==> src/rtl/core/omls_pkg.sv <==
// Shared types and constants for the octant midpoint line stepper.
// Holds the request and pixel word structs, the function codes and the octant codes.
// No dependencies.
package omls_pkg;

    // Coordinate width of the ports, and the widths of the internal walk state
    localparam int COORD_BITS = 12;
    localparam int WALK_BITS  = COORD_BITS + 1;
    localparam int DEC_BITS   = COORD_BITS + 4;
    localparam int STEP_BITS  = COORD_BITS + 3;

    // Request function codes
    localparam logic FUNC_LOAD = 1'b0;
    localparam logic FUNC_STEP = 1'b1;

    // Octant (zone) codes
    typedef enum logic [2:0] {
        OCT_0,
        OCT_1,
        OCT_2,
        OCT_3,
        OCT_4,
        OCT_5,
        OCT_6,
        OCT_7
    } t_octant;

    // Request word
    typedef struct packed {
        logic                         func;
        logic signed [COORD_BITS-1:0] start_x;
        logic signed [COORD_BITS-1:0] start_y;
        logic signed [COORD_BITS-1:0] stop_x;
        logic signed [COORD_BITS-1:0] stop_y;
    } t_in_word;

    // Pixel word
    typedef struct packed {
        logic                         pixel_valid;
        logic signed [COORD_BITS-1:0] pixel_x;
        logic signed [COORD_BITS-1:0] pixel_y;
        logic                         last_pixel;
        logic [2:0]                   octant;
    } t_out_word;

endpackage

==> src/rtl/core/octant_midpoint_line_stepper_unit.sv <==
// Octant midpoint line stepper: top level, single module.
// Depends on omls_pkg for the word structs, function codes and octant codes.
// Pixel pull engine. A load word (func FUNC_LOAD) takes two signed endpoints, classifies the
// line into one of eight octants, folds it into octant 0 and returns the start pixel. Each step
// word (func FUNC_STEP) returns the next pixel of the line in its original orientation; the end
// point carries last_pixel, and a step with no line active returns pixel_valid 0. A line whose
// endpoints coincide returns its single pixel with last_pixel set on the load. Every request
// word gives exactly one pixel word. The block takes one word per cycle and returns one pixel
// per cycle while pixel words are taken; an untaken pixel word stalls the request register.
// That register feeds the octant fold and the decision update, which write the walk state and
// the pixel register in the same cycle, so a pixel word passes the request register and then
// the pixel register. The decision/walk update loop closes through the walk state and sets
// the rate. A waiting pixel word does not stop a request entering an empty request register.
module octant_midpoint_line_stepper_unit
    import omls_pkg::*;
(
    input  logic      i_clk,
    input  logic      i_rst_n,
    input  logic      i_in_valid,
    output logic      o_in_ready,
    input  t_in_word  i_in_word,
    output logic      o_out_valid,
    input  logic      i_out_ready,
    output t_out_word o_out_word
);

    // fold (x,y) into octant 0 coordinates; returns {u, v}
    function automatic logic [2*WALK_BITS-1:0] fold_pt(
        input t_octant                     z,
        input logic signed [WALK_BITS-1:0] x,
        input logic signed [WALK_BITS-1:0] y
    );
        logic signed [WALK_BITS-1:0] u;
        logic signed [WALK_BITS-1:0] v;
        case (z)
            OCT_0:   begin u = x;  v = y;  end
            OCT_1:   begin u = y;  v = x;  end
            OCT_2:   begin u = y;  v = -x; end
            OCT_3:   begin u = -x; v = y;  end
            OCT_4:   begin u = -x; v = -y; end
            OCT_5:   begin u = -y; v = -x; end
            OCT_6:   begin u = -y; v = x;  end
            default: begin u = x;  v = -y; end
        endcase
        return {u, v};
    endfunction

    // map octant 0 coordinates back to the true octant; returns {x, y}
    function automatic logic [2*WALK_BITS-1:0] unfold_pt(
        input t_octant                     z,
        input logic signed [WALK_BITS-1:0] u,
        input logic signed [WALK_BITS-1:0] v
    );
        logic signed [WALK_BITS-1:0] x;
        logic signed [WALK_BITS-1:0] y;
        case (z)
            OCT_0:   begin x = u;  y = v;  end
            OCT_1:   begin x = v;  y = u;  end
            OCT_2:   begin x = -v; y = u;  end
            OCT_3:   begin x = -u; y = v;  end
            OCT_4:   begin x = -u; y = -v; end
            OCT_5:   begin x = -v; y = -u; end
            OCT_6:   begin x = v;  y = -u; end
            default: begin x = u;  y = -v; end
        endcase
        return {x, y};
    endfunction

    // request register
    logic      r_in_valid;
    t_in_word  r_in_word;

    // pixel register
    logic      r_out_valid;
    t_out_word r_out_word;
    t_out_word n_out_word;

    // walk state
    logic                         r_running;
    logic                         n_running;
    t_octant                      r_octant;
    t_octant                      n_octant;
    logic signed [WALK_BITS-1:0]  r_walk_x;
    logic signed [WALK_BITS-1:0]  n_walk_x;
    logic signed [WALK_BITS-1:0]  r_walk_y;
    logic signed [WALK_BITS-1:0]  n_walk_y;
    logic signed [WALK_BITS-1:0]  r_walk_end;
    logic signed [WALK_BITS-1:0]  n_walk_end;
    logic signed [DEC_BITS-1:0]   r_decision;
    logic signed [DEC_BITS-1:0]   n_decision;
    logic signed [STEP_BITS-1:0]  r_east_step;
    logic signed [STEP_BITS-1:0]  n_east_step;
    logic signed [STEP_BITS-1:0]  r_diag_step;
    logic signed [STEP_BITS-1:0]  n_diag_step;

    // load datapath
    logic signed [WALK_BITS-1:0]  sx;
    logic signed [WALK_BITS-1:0]  sy;
    logic signed [WALK_BITS-1:0]  ex;
    logic signed [WALK_BITS-1:0]  ey;
    logic signed [WALK_BITS-1:0]  dx;
    logic signed [WALK_BITS-1:0]  dy;
    logic [WALK_BITS-1:0]         ax_w;
    logic [WALK_BITS-1:0]         ay_w;
    logic [COORD_BITS-1:0]        ax;
    logic [COORD_BITS-1:0]        ay;
    logic                         x_major;
    t_octant                      ld_octant;
    logic [COORD_BITS-1:0]        du;
    logic [COORD_BITS-1:0]        dv;
    logic [2*WALK_BITS-1:0]       ld_start;
    logic signed [STEP_BITS-1:0]  dv_minus_du;

    // step datapath
    logic signed [WALK_BITS-1:0]  st_walk_x;
    logic signed [WALK_BITS-1:0]  st_walk_y;
    logic [2*WALK_BITS-1:0]       st_pix;

    logic advance;

    // handshake: request moves into the pixel register when it is free or drained
    assign advance     = r_in_valid && (!r_out_valid || i_out_ready);
    assign o_in_ready  = !r_in_valid || advance;
    assign o_out_valid = r_out_valid;
    assign o_out_word  = r_out_word;

    // octant classification and fold of a load word
    always_comb begin
        sx = {r_in_word.start_x[COORD_BITS-1], r_in_word.start_x};
        sy = {r_in_word.start_y[COORD_BITS-1], r_in_word.start_y};
        ex = {r_in_word.stop_x[COORD_BITS-1], r_in_word.stop_x};
        ey = {r_in_word.stop_y[COORD_BITS-1], r_in_word.stop_y};
        dx = ex - sx;
        dy = ey - sy;
        ax_w = dx[WALK_BITS-1] ? WALK_BITS'(-dx) : WALK_BITS'(dx);
        ay_w = dy[WALK_BITS-1] ? WALK_BITS'(-dy) : WALK_BITS'(dy);
        ax = ax_w[COORD_BITS-1:0];
        ay = ay_w[COORD_BITS-1:0];
        x_major = (ax >= ay);

        if (x_major) begin
            if (!dx[WALK_BITS-1]) ld_octant = dy[WALK_BITS-1] ? OCT_7 : OCT_0;
            else                  ld_octant = dy[WALK_BITS-1] ? OCT_4 : OCT_3;
        end else begin
            if (!dx[WALK_BITS-1]) ld_octant = dy[WALK_BITS-1] ? OCT_6 : OCT_1;
            else                  ld_octant = dy[WALK_BITS-1] ? OCT_5 : OCT_2;
        end

        // folded deltas: major axis length and minor axis length
        du = x_major ? ax : ay;
        dv = x_major ? ay : ax;
        ld_start    = fold_pt(ld_octant, sx, sy);
        dv_minus_du = STEP_BITS'({1'b0, dv}) - STEP_BITS'({1'b0, du});
    end

    // midpoint step from the current walk state
    always_comb begin
        st_walk_x = r_walk_x + WALK_BITS'(1);
        st_walk_y = r_decision[DEC_BITS-1] ? r_walk_y : (r_walk_y + WALK_BITS'(1));
        st_pix    = unfold_pt(r_octant, st_walk_x, st_walk_y);
    end

    // next state and pixel word
    always_comb begin
        n_running   = r_running;
        n_octant    = r_octant;
        n_walk_x    = r_walk_x;
        n_walk_y    = r_walk_y;
        n_walk_end  = r_walk_end;
        n_decision  = r_decision;
        n_east_step = r_east_step;
        n_diag_step = r_diag_step;
        n_out_word  = '0;

        if (r_in_word.func == FUNC_LOAD) begin
            n_octant    = ld_octant;
            n_walk_x    = ld_start[2*WALK_BITS-1:WALK_BITS];
            n_walk_y    = ld_start[WALK_BITS-1:0];
            n_walk_end  = ld_start[2*WALK_BITS-1:WALK_BITS] + WALK_BITS'({1'b0, du});
            n_decision  = DEC_BITS'({dv, 1'b0}) - DEC_BITS'(du);
            n_east_step = STEP_BITS'({dv, 1'b0});
            n_diag_step = dv_minus_du <<< 1;
            // zero length line ends on its start pixel
            n_running   = (du != '0);
            // folding and unfolding the start point gives it back unchanged
            n_out_word.pixel_valid = 1'b1;
            n_out_word.pixel_x     = r_in_word.start_x;
            n_out_word.pixel_y     = r_in_word.start_y;
            n_out_word.last_pixel  = (du == '0);
            n_out_word.octant      = ld_octant;
        end else if (r_running) begin
            n_walk_x   = st_walk_x;
            n_walk_y   = st_walk_y;
            // tie at zero takes the diagonal step
            n_decision = r_decision[DEC_BITS-1]
                       ? r_decision + DEC_BITS'(r_east_step)
                       : r_decision + DEC_BITS'(r_diag_step);
            n_running  = !(st_walk_x >= r_walk_end);
            n_out_word.pixel_valid = 1'b1;
            n_out_word.pixel_x     = st_pix[WALK_BITS+COORD_BITS-1:WALK_BITS];
            n_out_word.pixel_y     = st_pix[COORD_BITS-1:0];
            n_out_word.last_pixel  = (st_walk_x >= r_walk_end);
            n_out_word.octant      = r_octant;
        end else begin
            // step with no line active
            n_out_word.octant = r_octant;
        end
    end

    // control registers
    always_ff @(posedge i_clk) begin
        if (!i_rst_n) begin
            r_in_valid  <= 1'b0;
            r_out_valid <= 1'b0;
            r_running   <= 1'b0;
            r_octant    <= OCT_0;
        end else begin
            if (o_in_ready) begin
                r_in_valid <= i_in_valid;
            end
            if (advance) begin
                r_out_valid <= 1'b1;
                r_running   <= n_running;
                r_octant    <= n_octant;
            end else if (i_out_ready) begin
                r_out_valid <= 1'b0;
            end
        end
    end

    // payload registers
    always_ff @(posedge i_clk) begin
        if (o_in_ready && i_in_valid) begin
            r_in_word <= i_in_word;
        end
        if (advance) begin
            r_out_word  <= n_out_word;
            r_walk_x    <= n_walk_x;
            r_walk_y    <= n_walk_y;
            r_walk_end  <= n_walk_end;
            r_decision  <= n_decision;
            r_east_step <= n_east_step;
            r_diag_step <= n_diag_step;
        end
    end

endmodule
==> config.mk <==
export PLATFORM = sky130hd
export DESIGN_NAME = octant_midpoint_line_stepper_unit
export DESIGN_NICKNAME = d
export VERILOG_FILES = /design/src/rtl/core/omls_pkg.sv /design/src/rtl/core/octant_midpoint_line_stepper_unit.sv
export SDC_FILE = /design/constraint.sdc
export NUM_CORES = 1
export LEC_CHECK = 0
export BUFFER_PORTS_ARGS = -buffer_cell sky130_fd_sc_hd__buf_2
export CAP_MARGIN = 40
export CELL_PAD_IN_SITES_DETAIL_PLACEMENT = 0
export CELL_PAD_IN_SITES_GLOBAL_PLACEMENT = 1
export CORE_MARGIN = 8
export CORE_UTILIZATION = 35
export DETAILED_ROUTE_END_ITERATION = 7
export PLACE_DENSITY_LB_ADDON = 0.1
export SLEW_MARGIN = 0
export SYNTH_ARGS = -nofsm -noshare
export SYNTH_HDL_FRONTEND = slang
export SYNTH_SLANG_ARGS = --single-unit
==> constraint.sdc <==
create_clock -name i_clk -period 21.6 [get_ports i_clk]
set_input_delay 3.24 -clock i_clk [delete_from_list [all_inputs] [get_ports i_clk]]
set_output_delay 3.24 -clock i_clk [all_outputs]
set_load 0.03 [all_outputs]
==> impl_table.tex <==
\begin{tabular}{lr}
\hline
Metric & Value \\
\hline
\multicolumn{2}{l}{\textbf{Timing}} \\
\quad Slew headroom & 0.404 \\
\quad Worst hold slack after final layout & about 0.53 ns \\
\quad Unrepaired setup endpoints after global routing & no \\
\quad Fin crit share & 0.394 \\
\quad Maximum frequency from static timing analysis & roughly 120 MHz \\
\quad Maximum clock skew at final layout & $\sim$0.014 ns \\
\quad Setup Total Neg Slack & 0 ns \\
\quad Count of pins over their slew limit & 0 \\
\quad Post-route minimum period & about 8.5 ns \\
\quad Transition time at the pin with the least slew margin & approximately 0.89 ns \\
\quad Setup-failing EPs final & 0 \\
\quad Final Hold Violating Endpoints & 0 \\
\multicolumn{2}{l}{\textbf{Power}} \\
\quad Peak ir drop on the vdd network & 0.0000656 V \\
\quad Power per Cell Area & approximately 120 nW/um\^{}2 \\
\quad Net load switching power & 0.784 mW \\
\quad Internal power & between 0.9 and 1 mW \\
\quad Combinational cell fraction of total power & 0.582 \\
\quad Sequential cell fraction of total power & 0.251 \\
\quad Share of total power consumed by net switching & 0.444 \\
\quad Clock share of power & 0.167 \\
\quad Leak Pwr & 5.93 nW \\
\multicolumn{2}{l}{\textbf{Route}} \\
\quad Number of nets still failing antenna checks after routing & 0 \\
\quad Post-detailed-route wirelength per cell & between 20 and 25 um \\
\quad Detailed-route via count & about 11000 \\
\quad Initial DRC count & 850 \\
\quad Total wirelength of the detailed-routed design & roughly 43000 um \\
\quad DRC & 0 \\
\quad DRT Pass-1 Iters & 5 \\
\quad Via density per instance & $\sim$5.5 \\
\multicolumn{2}{l}{\textbf{Min path}} \\
\quad Path category of the worst min-delay check & reg -> reg \\
\multicolumn{2}{l}{\textbf{Setup path}} \\
\quad Most Frequent Cell on Critical Path & sky130\_fd\_sc\_hd\_\_a21oi\_1 \\
\quad Slowest cell delay on critical path & $\sim$0.56 ns \\
\quad Largest driver fanout on the critical path & 49 \\
\quad Worst Setup Start Kind & register \\
\quad Slowest cell on the critical path & sky130\_fd\_sc\_hd\_\_o21ai\_0 \\
\quad Worst setup path category & reg -> reg \\
\quad CP Capture Type & register \\
\quad Crit path arrival time & approximately 8.7 ns \\
\quad CP required & about 22 ns \\
\multicolumn{2}{l}{\textbf{Global route}} \\
\quad Global-route wire length before repair & 65200 um \\
\quad Maximum number of pins on one net before global-route repair & 55 \\
\quad Via count of the first global-routing pass & around 11000 \\
\quad Grt total ovfl & 0 \\
\quad Number of antenna violations at the first check in global routing & 0 \\
\quad GRT Overall Usage & 0.193 \\
\multicolumn{2}{l}{\textbf{Floorplan}} \\
\quad Initial core utilization & 0.352 \\
\quad Die area & 44100 um\^{}2 \\
\quad Die extent in x & between 200 and 250 um \\
\quad Core region area & approximately 37000 um\^{}2 \\
\quad Die Height & 210 um \\
\quad Row cnt & between 70 and 80 \\
\quad Number of I/O pins & 84 \\
\multicolumn{2}{l}{\textbf{Clock tree}} \\
\quad Clock tree root buffer cell & sky130\_fd\_sc\_hd\_\_clkbuf\_16 \\
\quad Post-CTS Setup Bufs & 0 \\
\quad TritonCTS Buffers & 17 \\
\quad Htree depth & 4 \\
\quad Clock-pin slew of the registers on the worst-case setup and hold paths & around 0.070 ns \\
\quad Insertion delay of the later-clocked pin in the worst-skew pair & about 0.45 ns \\
\quad CTS tree & built \\
\quad Clock Tree Buf Depth & 2 \\
\quad CTS Hold Buffers Added & 0 \\
\quad Resized Gates After CTS & 0 \\
\quad CTS sink cnt & 162 \\
\multicolumn{2}{l}{\textbf{Synthesis}} \\
\quad Sequential share of the synthesized area & 0.365 \\
\quad Complex-gate fraction of the synthesized area & 0.201 \\
\quad Flip-flop and latch count after synthesis & about 160 \\
\quad XOR/XNOR share of the synthesized area & 0.0831 \\
\quad Simple-gate share of the synthesized area & 0.161 \\
\quad Net count after synthesis & about 1600 \\
\quad Post-synth design cell area & 13200 um\^{}2 \\
\quad Main synth FF type & sky130\_fd\_sc\_hd\_\_edfxtp\_1 \\
\quad Number of synthesized flops with an enable pin & 156 \\
\quad Synthesis warning total & 0 \\
\quad Commonest cells in the synthesized netlist & sky130\_fd\_sc\_hd\_\_edfxtp\_1 (156), sky130\_fd\_sc\_hd\_\_nand2\_1 (132), sky130\_fd\_sc\_hd\_\_a21oi\_1 (128), sky130\_fd\_sc\_hd\_\_nor2\_1 (128), sky130\_fd\_sc\_hd\_\_inv\_1 (96) \\
\quad Dominant combinational cell family by area after synthesis & compound AO/OA/AOI/OAI gates \\
\quad Largest area contributor in the synthesized netlist & sky130\_fd\_sc\_hd\_\_edfxtp\_1 \\
\quad Async SR Flop Fraction & 0 \\
\quad Average size of a mapped cell & roughly 9.2 um\^{}2 \\
\quad Count leader, synth & sky130\_fd\_sc\_hd\_\_edfxtp\_1 \\
\quad Number of unique standard cell types used by synthesis & 88 \\
\quad Adder-cell share of the synthesized area & 0.0969 \\
\quad Post-synth top area share & 0.356 \\
\quad Top area cells in the synthesized netlist & sky130\_fd\_sc\_hd\_\_edfxtp\_1 (36\%), sky130\_fd\_sc\_hd\_\_ha\_1 (8.9\%), sky130\_fd\_sc\_hd\_\_xnor2\_1 (5.7\%) \\
\quad Post-synthesis cell count & around 1400 \\
\quad Multiplexer share of the synthesized area & 0.0486 \\
\multicolumn{2}{l}{\textbf{Finish}} \\
\quad Nets@finish & roughly 1700 \\
\quad Layout cell share with drive strength beyond 1 & 0.130 \\
\quad Antenna diode instance count & 0 \\
\quad Synthesis-to-layout area growth & 12.1\% \\
\quad Number of standard cells in the layout, taps in and fillers out & about 2000 \\
\multicolumn{2}{l}{\textbf{Place}} \\
\quad Number of port buffers & 83 \\
\quad Last weighted congestion value of the routability-driven placer & 0.895 \\
\quad \# placed instances & between 2000 and 2500 \\
\quad HPWL after DPL & between 30000 and 40000 um \\
\multicolumn{2}{l}{\textbf{Status}} \\
\quad Run status & finished clean \\
\multicolumn{2}{l}{\textbf{Flow run}} \\
\quad Max\_cap viols & 0 \\
\hline
\end{tabular}
## layer usage
layer | share of wire | global-route usage
met4 | 0.019 | 0.0530
met1 | 0.47 | 0.267
met5 | 0 | 0
met3 | 0.046 | 0.0302
met2 | 0.46 | 0.309
## state kept, by name (all words and copies together), names as in the netlist, 3 cells and up
register	cells
r_walk_x	13
r_decision	15
ex	12
r_walk_y	12
o_out_word	29
r_octant	3
r_diag_step	13
r_in_word	25
r_east_step	12
r_walk_end	13
ey	12
## placed cells by master (no fill, tap or decap), types with 20 or more instances in the layout
cell type	count
sky130_fd_sc_hd__a21o_1	25
sky130_fd_sc_hd__nand3_1	40
sky130_fd_sc_hd__o21ai_0	83
sky130_fd_sc_hd__ha_1	94
sky130_fd_sc_hd__inv_1	96
sky130_fd_sc_hd__mux2i_1	29
sky130_fd_sc_hd__buf_2	86
sky130_fd_sc_hd__nor2_1	127
sky130_fd_sc_hd__xor2_1	38
sky130_fd_sc_hd__a21oi_1	128
sky130_fd_sc_hd__nor2b_1	20
sky130_fd_sc_hd__nand2_1	132
sky130_fd_sc_hd__edfxtp_1	156
sky130_fd_sc_hd__xnor2_1	85
## path summary, 6_finish.rpt
check | to | depth (start not counted) | slack (ns) | from
setup / recovery | r_decision[12]$_DFFE_PP_ | 32 | 13.09 | r_in_word[24]$_DFFE_PP_
hold / removal | o_out_valid$_SDFFE_PN0P_ | 1 | 0.53 | r_in_valid$_SDFFE_PN0N_
setup reg to reg | r_decision[12]$_DFFE_PP_ | 32 | 13.09 | r_in_word[24]$_DFFE_PP_
hold reg to reg | o_out_valid$_SDFFE_PN0P_ | 1 | 0.53 | r_in_valid$_SDFFE_PN0N_
## worst max-delay path, delay by kind of cell, from the launching register on
family / cells / cell delay, ns
AND/OR/NAND/NOR: 7 / 1.45
adder cells (fa/ha/maj): 4 / 1.58
buffers and inverters: 2 / 0.31
flip-flops: 1 / 0.46
XOR/XNOR: 3 / 0.77
AO/OA/AOI/OAI: 16 / 3.64
## logic make-up (layout without fill, tap and decap cells)
family,count (synthesis),in the layout
flops,162,162
buf+inv,151,237
compound gates,404,404
simple gates,444,444
xor+xnor,124,124
fa+ha+maj,99,99
mux,52,52
## power by group through the flow
stage | Sequential, mW | Clock [mW] | Combinational [mW]
2_1_floorplan | 0.450 | 0 | 0.769
3_3_place_gp | 0.450 | 0 | 1.03
3_5_place_dp | 0.450 | 0 | 1.03
4_1_cts | 0.443 | 0.304 | 1.04
5_1_grt | 0.447 | 0.315 | 1.15
6_report | 0.443 | 0.295 | 1.03
## layout make-up
cell class	count	area (um^2)
clock buffers	17	425
clock inverters	15	120
fillers	3770	22600
inverters	98	368
multi-input cells	1123	7780
flip-flops and latches	162	4800
well taps	511	639
repair buffers	107	616
## metrics by stage
stage	total power, mW	util	instance area [um^2]	setup slack (ns)
global route	1.91	0.395	14800	12.40
detailed placement	1.48	0.380	14200	13.11
finish	1.77	0.395	14800	13.09
global placement	1.48	0.378	14100	13.27
floorplan	1.22	-	13200	14.14
CTS	1.78	0.395	14800	13.07
Note: power is estimated with default switching activity, not from simulation.
